[src/design/serial_frame_responder_top_macros.svh]
// assertion macros for the serial frame responder
// used by serial_frame_responder_top.sv, no other dependencies
`ifndef SERIAL_FRAME_RESPONDER_TOP_MACROS_SVH
`define SERIAL_FRAME_RESPONDER_TOP_MACROS_SVH

`ifndef SYNTHESIS
// same-cycle implication
`define SFR_ASSERT_NOW(label, clk, rst, ante, cons) \
   label: assert property (@(posedge clk) disable iff (rst) (ante) |-> (cons)) \
      else $error("assertion failed: label");
// next-cycle implication
`define SFR_ASSERT_NEXT(label, clk, rst, ante, cons) \
   label: assert property (@(posedge clk) disable iff (rst) (ante) |=> (cons)) \
      else $error("assertion failed: label");
`else
`define SFR_ASSERT_NOW(label, clk, rst, ante, cons)
`define SFR_ASSERT_NEXT(label, clk, rst, ante, cons)
`endif

`endif

[src/design/sfr_pkg.sv]
// shared types and constants for the serial frame responder
// no dependencies
`default_nettype none

package sfr_pkg;

   // event kinds on the request channel
   typedef enum logic [1:0] {
      EV_RX_BYTE = 2'd0,
      EV_OVERRUN = 2'd1,
      EV_TX_DONE = 2'd2
   } event_mode_type;

   // configuration register indexes
   localparam int CSR_INDEX_WIDTH = 1;
   typedef enum logic [CSR_INDEX_WIDTH-1:0] {
      CSR_ACCEPT_MIN = 1'b0,
      CSR_HYST_GAP   = 1'b1
   } csr_index_type;

   // frame and reply geometry
   localparam logic [2:0] FRAME_DATA = 3'd4;
   localparam logic [2:0] REPLY_LEN  = 3'd5;
   // data bytes that are kept (the last one only feeds the sum)
   localparam logic [2:0] KEPT_BYTES = 3'd3;

   // configuration reset values
   localparam logic [7:0] ACCEPT_MIN_RESET = 8'd30;
   localparam logic [6:0] HYST_GAP_RESET   = 7'd3;

endpackage

`default_nettype wire

[src/design/serial_frame_responder_top.sv]
// channel  | ports                                          | direction
// req      | req_valid/req_ready, mode rx_byte temperature  | in
//          |   ctrl_state                                   |
// rsp      | rsp_valid/rsp_ready, tx and frame status,      | out
//          |   stored limits, receive_enabled               |
// csr      | csr_valid/csr_ready, csr_index csr_data        | in
//
// one event per cycle while the response is taken; each transfer gives one registered response in the next cycle
// the response register frees in the cycle it is taken, so events stream
// back to back; a stalled response holds off the request side only
// csr writes are taken every cycle
// reset is synchronous and clears counters, limits and the response slot
// depends on sfr_pkg and serial_frame_responder_top_macros.svh
`default_nettype none
`include "serial_frame_responder_top_macros.svh"

module serial_frame_responder_top
   import sfr_pkg::*;
(
   input  wire logic                        clock,
   input  wire logic                        reset,
   // request channel
   input  wire logic                        req_valid,
   output logic                             req_ready,
   input  wire logic [1:0]                  req_mode,
   input  wire logic [7:0]                  req_rx_byte,
   input  wire logic signed [7:0]           req_temperature,
   input  wire logic [7:0]                  req_ctrl_state,
   // response channel
   output logic                             rsp_valid,
   input  wire logic                        rsp_ready,
   output logic                             rsp_tx_valid,
   output logic [7:0]                       rsp_tx_byte,
   output logic                             rsp_frame_accepted,
   output logic                             rsp_checksum_error,
   output logic signed [7:0]                rsp_ac_limit,
   output logic [7:0]                       rsp_mode_byte,
   output logic signed [7:0]                rsp_dc_high_limit,
   output logic signed [7:0]                rsp_dc_low_limit,
   output logic                             rsp_receive_enabled,
   // configuration channel
   input  wire logic                        csr_valid,
   output logic                             csr_ready,
   input  wire logic [CSR_INDEX_WIDTH-1:0]  csr_index,
   input  wire logic [7:0]                  csr_data
);

   // configuration
   logic [7:0] accept_min_ff;
   logic [6:0] hyst_gap_ff;

   // receive side
   logic [7:0] rx_data_ff [0:2];
   logic [7:0] rx_data_in;
   logic       rx_data_we;
   logic [2:0] rx_count_ff, rx_count_in;
   logic [7:0] rx_sum_ff, rx_sum_in;

   // transmit side, reply bytes one to four (byte zero goes out at once)
   logic [7:0] tx_buf_ff [1:4];
   logic [7:0] tx_buf_in [1:4];
   logic       tx_buf_we;
   logic [2:0] tx_offset_ff, tx_offset_in;
   logic       tx_active_ff, tx_active_in;

   // stored limits
   logic [7:0] ac_limit_ff, ac_limit_in;
   logic [7:0] mode_ff, mode_in;
   logic [7:0] dc_high_ff, dc_high_in;
   logic [7:0] dc_low_ff, dc_low_in;

   // response register
   logic       rsp_valid_ff, rsp_valid_in;
   logic       tx_valid_ff, tx_valid_in;
   logic [7:0] tx_byte_ff, tx_byte_in;
   logic       frame_ok_ff, frame_ok_in;
   logic       cksum_err_ff, cksum_err_in;

   logic       req_xfer;
   logic       ac_pass, dc_pass;
   logic [7:0] reply_sum;

   assign req_ready = !rsp_valid_ff || rsp_ready;
   assign req_xfer  = req_valid && req_ready;
   assign csr_ready = 1'b1;

   // limit checks against the signed minimum
   assign ac_pass = $signed(rx_data_ff[0]) >= $signed(accept_min_ff);
   assign dc_pass = $signed(rx_data_ff[1]) >= $signed(accept_min_ff);

   // event decode and next state
   always_comb begin
      rx_data_in   = req_rx_byte;
      rx_data_we   = 1'b0;
      rx_count_in  = rx_count_ff;
      rx_sum_in    = rx_sum_ff;
      tx_offset_in = tx_offset_ff;
      tx_active_in = tx_active_ff;
      tx_buf_we    = 1'b0;
      ac_limit_in  = ac_limit_ff;
      mode_in      = mode_ff;
      dc_high_in   = dc_high_ff;
      dc_low_in    = dc_low_ff;
      tx_valid_in  = 1'b0;
      tx_byte_in   = 8'd0;
      frame_ok_in  = 1'b0;
      cksum_err_in = 1'b0;
      rsp_valid_in = rsp_valid_ff && !rsp_ready;

      if (ac_pass) begin
         ac_limit_in = rx_data_ff[0];
         mode_in     = rx_data_ff[2];
      end
      if (dc_pass) begin
         dc_high_in = rx_data_ff[1];
         dc_low_in  = rx_data_ff[1] - {1'b0, hyst_gap_ff};
      end
      tx_buf_in[1] = dc_high_in;
      tx_buf_in[2] = req_ctrl_state;
      tx_buf_in[3] = req_temperature;
      reply_sum    = ~req_temperature + dc_high_in + req_ctrl_state + req_temperature;
      tx_buf_in[4] = ~reply_sum;

      if (req_xfer) begin
         rsp_valid_in = 1'b1;
         case (req_mode)
            EV_RX_BYTE: begin
               if (!tx_active_ff) begin
                  if (rx_count_ff < FRAME_DATA) begin
                     rx_data_we  = rx_count_ff < KEPT_BYTES;
                     rx_sum_in   = rx_sum_ff + req_rx_byte;
                     rx_count_in = rx_count_ff + 3'd1;
                     ac_limit_in = ac_limit_ff;
                     mode_in     = mode_ff;
                     dc_high_in  = dc_high_ff;
                     dc_low_in   = dc_low_ff;
                  end else begin
                     rx_count_in = 3'd0;
                     rx_sum_in   = 8'd0;
                     if (~rx_sum_ff != req_rx_byte) begin
                        cksum_err_in = 1'b1;
                        ac_limit_in  = ac_limit_ff;
                        mode_in      = mode_ff;
                        dc_high_in   = dc_high_ff;
                        dc_low_in    = dc_low_ff;
                     end else begin
                        frame_ok_in  = 1'b1;
                        tx_buf_we    = 1'b1;
                        tx_offset_in = 3'd1;
                        tx_active_in = 1'b1;
                        tx_valid_in  = 1'b1;
                        tx_byte_in   = ~req_temperature;
                     end
                  end
               end else begin
                  ac_limit_in = ac_limit_ff;
                  mode_in     = mode_ff;
                  dc_high_in  = dc_high_ff;
                  dc_low_in   = dc_low_ff;
               end
            end
            EV_TX_DONE: begin
               if (tx_active_ff) begin
                  if (tx_offset_ff >= REPLY_LEN) begin
                     tx_active_in = 1'b0;
                  end else begin
                     tx_valid_in  = 1'b1;
                     tx_byte_in   = tx_buf_ff[tx_offset_ff];
                     tx_offset_in = tx_offset_ff + 3'd1;
                  end
               end
               ac_limit_in = ac_limit_ff;
               mode_in     = mode_ff;
               dc_high_in  = dc_high_ff;
               dc_low_in   = dc_low_ff;
            end
            default: begin
               // overrun and unused codes leave the stored state alone
               ac_limit_in = ac_limit_ff;
               mode_in     = mode_ff;
               dc_high_in  = dc_high_ff;
               dc_low_in   = dc_low_ff;
            end
         endcase
      end else begin
         ac_limit_in = ac_limit_ff;
         mode_in     = mode_ff;
         dc_high_in  = dc_high_ff;
         dc_low_in   = dc_low_ff;
      end
   end

   // control state and limits
   always_ff @(posedge clock) begin
      if (reset) begin
         accept_min_ff <= ACCEPT_MIN_RESET;
         hyst_gap_ff   <= HYST_GAP_RESET;
         rx_count_ff   <= 3'd0;
         rx_sum_ff     <= 8'd0;
         tx_offset_ff  <= 3'd0;
         tx_active_ff  <= 1'b0;
         ac_limit_ff   <= 8'd0;
         mode_ff       <= 8'd0;
         dc_high_ff    <= 8'd0;
         dc_low_ff     <= 8'd0;
         rsp_valid_ff  <= 1'b0;
      end else begin
         if (csr_valid && csr_ready) begin
            case (csr_index)
               CSR_ACCEPT_MIN: accept_min_ff <= csr_data;
               CSR_HYST_GAP:   hyst_gap_ff   <= csr_data[6:0];
               default: ;
            endcase
         end
         rx_count_ff  <= rx_count_in;
         rx_sum_ff    <= rx_sum_in;
         tx_offset_ff <= tx_offset_in;
         tx_active_ff <= tx_active_in;
         ac_limit_ff  <= ac_limit_in;
         mode_ff      <= mode_in;
         dc_high_ff   <= dc_high_in;
         dc_low_ff    <= dc_low_in;
         rsp_valid_ff <= rsp_valid_in;
      end
   end

   // payload registers
   always_ff @(posedge clock) begin
      if (rx_data_we) begin
         rx_data_ff[rx_count_ff[1:0]] <= rx_data_in;
      end
      if (tx_buf_we) begin
         tx_buf_ff <= tx_buf_in;
      end
      if (req_xfer) begin
         tx_valid_ff  <= tx_valid_in;
         tx_byte_ff   <= tx_byte_in;
         frame_ok_ff  <= frame_ok_in;
         cksum_err_ff <= cksum_err_in;
      end
   end

   // response outputs; stored state only changes on a request transfer
   assign rsp_valid           = rsp_valid_ff;
   assign rsp_tx_valid        = tx_valid_ff;
   assign rsp_tx_byte         = tx_byte_ff;
   assign rsp_frame_accepted  = frame_ok_ff;
   assign rsp_checksum_error  = cksum_err_ff;
   assign rsp_ac_limit        = ac_limit_ff;
   assign rsp_mode_byte       = mode_ff;
   assign rsp_dc_high_limit   = dc_high_ff;
   assign rsp_dc_low_limit    = dc_low_ff;
   assign rsp_receive_enabled = !tx_active_ff;

   // checks
   `SFR_ASSERT_NOW(a_frame_flags_exclusive, clock, reset,
      rsp_valid_ff, !(frame_ok_ff && cksum_err_ff))
   `SFR_ASSERT_NOW(a_frame_starts_reply, clock, reset,
      rsp_valid_ff && frame_ok_ff, tx_valid_ff && tx_active_ff)
   `SFR_ASSERT_NOW(a_rx_count_range, clock, reset, 1'b1, rx_count_ff <= FRAME_DATA)
   `SFR_ASSERT_NOW(a_tx_offset_range, clock, reset, 1'b1, tx_offset_ff <= REPLY_LEN)
   `SFR_ASSERT_NOW(a_idle_rx_while_tx, clock, reset,
      tx_active_ff, rx_count_ff == 3'd0 && rx_sum_ff == 8'd0)
   `SFR_ASSERT_NEXT(a_stall_holds_state, clock, reset,
      rsp_valid_ff && !rsp_ready, $stable(tx_active_ff) && $stable(rx_count_ff))

endmodule

`default_nettype wire
[config.mk]
export PLATFORM = sky130hd
export DESIGN_NAME = serial_frame_responder_top
export DESIGN_NICKNAME = d
export VERILOG_FILES = /design/src/design/sfr_pkg.sv /design/src/design/serial_frame_responder_top.sv
export VERILOG_INCLUDE_DIRS = /design/src /design/src/design
export SDC_FILE = /design/constraint.sdc
export NUM_CORES = 1
export LEC_CHECK = 0
export BUFFER_PORTS_ARGS = -buffer_cell sky130_fd_sc_hd__clkbuf_2
export CORE_MARGIN = 2
export CORE_UTILIZATION = 39
export CTS_CLUSTER_DIAMETER = 100
export CTS_CLUSTER_SIZE = 8
export DETAILED_ROUTE_END_ITERATION = 6
export PLACE_DENSITY_LB_ADDON = 0.3
export SYNTH_ARGS = -nofsm -noshare
export SYNTH_HDL_FRONTEND = slang
export SYNTH_SLANG_ARGS = --single-unit
[constraint.sdc]
create_clock -name clock -period 6.85 [get_ports clock]
set_clock_uncertainty 0.05 [all_clocks]
set_input_delay 0.3425 -clock clock [delete_from_list [all_inputs] [get_ports clock]]
set_output_delay 0.3425 -clock clock [all_outputs]
set_load 0.01 [all_outputs]
==> run_results.csv <==
group,metric,value,unit
clocking,cts_buffers,17,
detailed_routing,vias,4630,
setup_path,critPathKind,"reg -> reg",
global_route,grt_max_degree,82,
synth,syn_nets,709,
synth,synth_area,6740,um2
timing,slew_headroom,38.5,%
cells_and_area,nets,791,
global_route,track_usage,17.2,%
detailed_routing,drt_iter0_drc,237,
global_route,grt_remaining_overflow,0,
synth,yosysTopAreaCell,"edfxtp_1",
timing,fin_crit,4.71,ns
clocking,cts.clk_slew.worst_paths,0.06,ns
timing,setup_viol,0,
setup_path,slowest_stage,"fa_1",
synth,ys.flop_type,"edfxtp_1",
cells_and_area,area_delta_synth_final,17.6,%
clocking,cts_setup_buffers,0,
detailed_routing,routedWlPerCell,15.8,um
clocking,cts_tree,"done",
run,max-cap-violations,0,
timing,rsz0062_at_grt,"false",
clocking,clockRootBuffer,"clkbuf_16",
floorplan,die_x,135,um
detailed_routing,first_pass_iters,4,
global_route,grt_pass1_wl,24.3,mm
cells_and_area,final_layout_size_suffix_gt1_share,20.3,%
clocking,clock_sinks,130,
setup_path,worstPathCellList,"ha_1 > o21ai_0 > nor3_2 > a21oi_2 > nor2_2 > mux2i_1 > fa_1 > fa_1 > inv_1 > ha_1 > inv_1 > fa_1 > nor2b_1 > nor3_1 > o21bai_1 > a21oi_1 > xnor2_1 > xnor2_1",
detailed_routing,drc,0,
floorplan,die-area,18300,um2
placed_design,dp_hpwl,11.2,mm
detailed_routing,ant_nets,0,
floorplan,die_h,135,um
timing,fin_crit_sh,68.7,%
worst_hold_path,hold_class,"in -> reg",
synth,synth_area_leaders,"edfxtp_1 (30%), dfxtp_1 (19%), ha_1 (8.0%), fa_1 (4.8%), mux2i_1 (4.8%)",
setup_path,startpoint_type,"register",
detailed_routing,wl,14.7,mm
timing,tns,0,ns
setup_path,crit_path_frequent_cell,"fa_1",
floorplan,core_area,17100,um2
setup_path,cp_max_fo,7,
synth,synth_cells,610,
power_and_ir_drop,ir_drop,0.160,mV
timing,fin_hold_ws,0.0657,ns
synth,synthTopCellsByCount,"edfxtp_1 (67), dfxtp_1 (63), inv_1 (61)",
setup_path,critPathBufInv,2,
clocking,hold_buffers,0,
timing,final_hold_viol_count,0,
setup_path,required,6.97,ns
setup_path,critical-path-top-delay-family,"adder cells",
setup_path,arrival,4.82,ns
clocking,cts-htree-levels,4,
synth,synthArstFlopShare,0,%
power_and_ir_drop,p_per_area,243,nW/um2
clocking,clk_latency,0.42,ns
cells_and_area,diodes,0,
timing,report.final.slew_viol_count,0,
floorplan,rows,48,
placed_design,routabilityCongestion,0.852,
power_and_ir_drop,leakagePower,3.22,nW
synth,ys_ff_latch,130,
synth,netlist.area_leader.share,29.9,%
clocking,post_cts_resized,0,
setup_path,cpPeakStageDelay,0.50,ns
synth,ys_seq_area_share,48.6,%
synth,yosysMostFrequentCell,"edfxtp_1",
timing,worstMarginPinSlew,0.920,ns
run_status,status,"finished clean",
setup_path,end_kind,"register",
power_and_ir_drop,power.total,0.00193,W
clocking,cts_buffer_depth,2,
detailed_routing,via_per_inst,4.98,
placed_design,portBuffers,85,
synth,synth_cell_type_count,65,
global_route,antenna_found_initial,0,
floorplan,initial_utilization,39.4,%
global_route,first_global_vias,4714,
floorplan,boundaryPins,87,
synth,synth.avg_cell_area,11.0,um2
synth,ys_warn_count,0,
cells_and_area,n_fill_cell,1586,
synth,synth-edff-count,67,
timing,fmax,212,MHz
-- cell usage in the layout, fill, tap and decap left out, drive strengths merged, types with 13 or more instances in the layout --
| cell type | synthesis | routed |
|---|---|---|
| nor2 | 46 | 46 |
| nand2 | 27 | 27 |
| dfxtp | 63 | 63 |
| nand2b | 38 | 38 |
| a21oi | 41 | 41 |
| o21ai | 13 | 13 |
| inv | 62 | 62 |
| mux2i | 32 | 32 |
| ha | 43 | 43 |
| clkbuf | 18 | 104 |
| fa | 16 | 16 |
| edfxtp | 67 | 67 |
-- per-stage QoR --
stage | cell area (um2) | cells | worst slack [ns] | utilization [%]
6_report | 7920 | 930 | 2.14 | 46.3
5_1_grt | 7920 | 930 | 1.80 | 46.3
4_1_cts | 7920 | 930 | 2.16 | 46.3
3_5_place_dp | 7340 | 898 | 2.18 | 42.9
3_3_place_gp | 7340 | 898 | 2.31 | 42.9
2_1_floorplan | 6740 | 610 | 2.60 | -
-- report_power, final --
group          total (W)  leakage, nW  internal, W  switching [W]
clock           0.000878        0.269     0.000543       0.000335
sequential      0.000844         1.13     0.000838     0.00000684
combinational   0.000204         1.82    0.0000863       0.000118
-- cell families after synthesis --
group / count (synthesis) / share of synthesized area (%)
flip-flops: 130 / 48.6
other: 1 / 0.0556
multiplexers: 41 / 6.26
AO/OA/AOI/OAI: 106 / 10.6
XOR/XNOR: 18 / 2.45
buffers and inverters: 86 / 5.20
adder cells (fa/ha/maj): 59 / 12.7
AND/OR/NAND/NOR: 169 / 14.1
-- registers in the layout (all words and copies together), names as in the netlist, 7 cells and up --
name               cells
hyst_gap_ff            7
rsp_tx_byte            8
rx_sum_ff              8
rsp_mode_byte          8
rsp_dc_high_limit      8
rx_data_ff            24
tx_buf_ff             32
rsp_ac_limit           8
accept_min_ff          8
rsp_dc_low_limit       8
-- layer usage --
layer / vias to the layer above / share of wire, % / GRT usage [%]
met2: 100 / 49 / 29.2
met5: - / 0 / 0
li1: 2303 / - / -
met1: 2215 / 46 / 21.8
met4: 0 / 1.2 / 5.61
met3: 12 / 3.8 / 3.82
-- area by class of cell --
cell class	count	area, um2	area share [%]
clock buffers	19	443	5.59
clock inverters	13	138	1.74
inverters	62	233	2.94
multi-input cells	394	3120	39.3
flip-flops and latches	130	3270	41.3
well taps	225	282	3.55
repair buffers	87	440	5.56
-- final timing paths --
kind / start / to / slack (ns) / cells after the start
setup / recovery: rx_data_ff[1][5] / tx_buf_ff[7] / 2.14 / 18
hold reg to reg: hyst_gap_ff[2] / hyst_gap_ff[2] / 0.41 / 2
hold / removal: req_ctrl_state[4] / tx_buf_ff[20] / 0.07 / 1
setup reg to reg: rx_data_ff[1][5] / tx_buf_ff[7] / 2.14 / 18
Note: power is estimated with default switching activity, not from simulation.
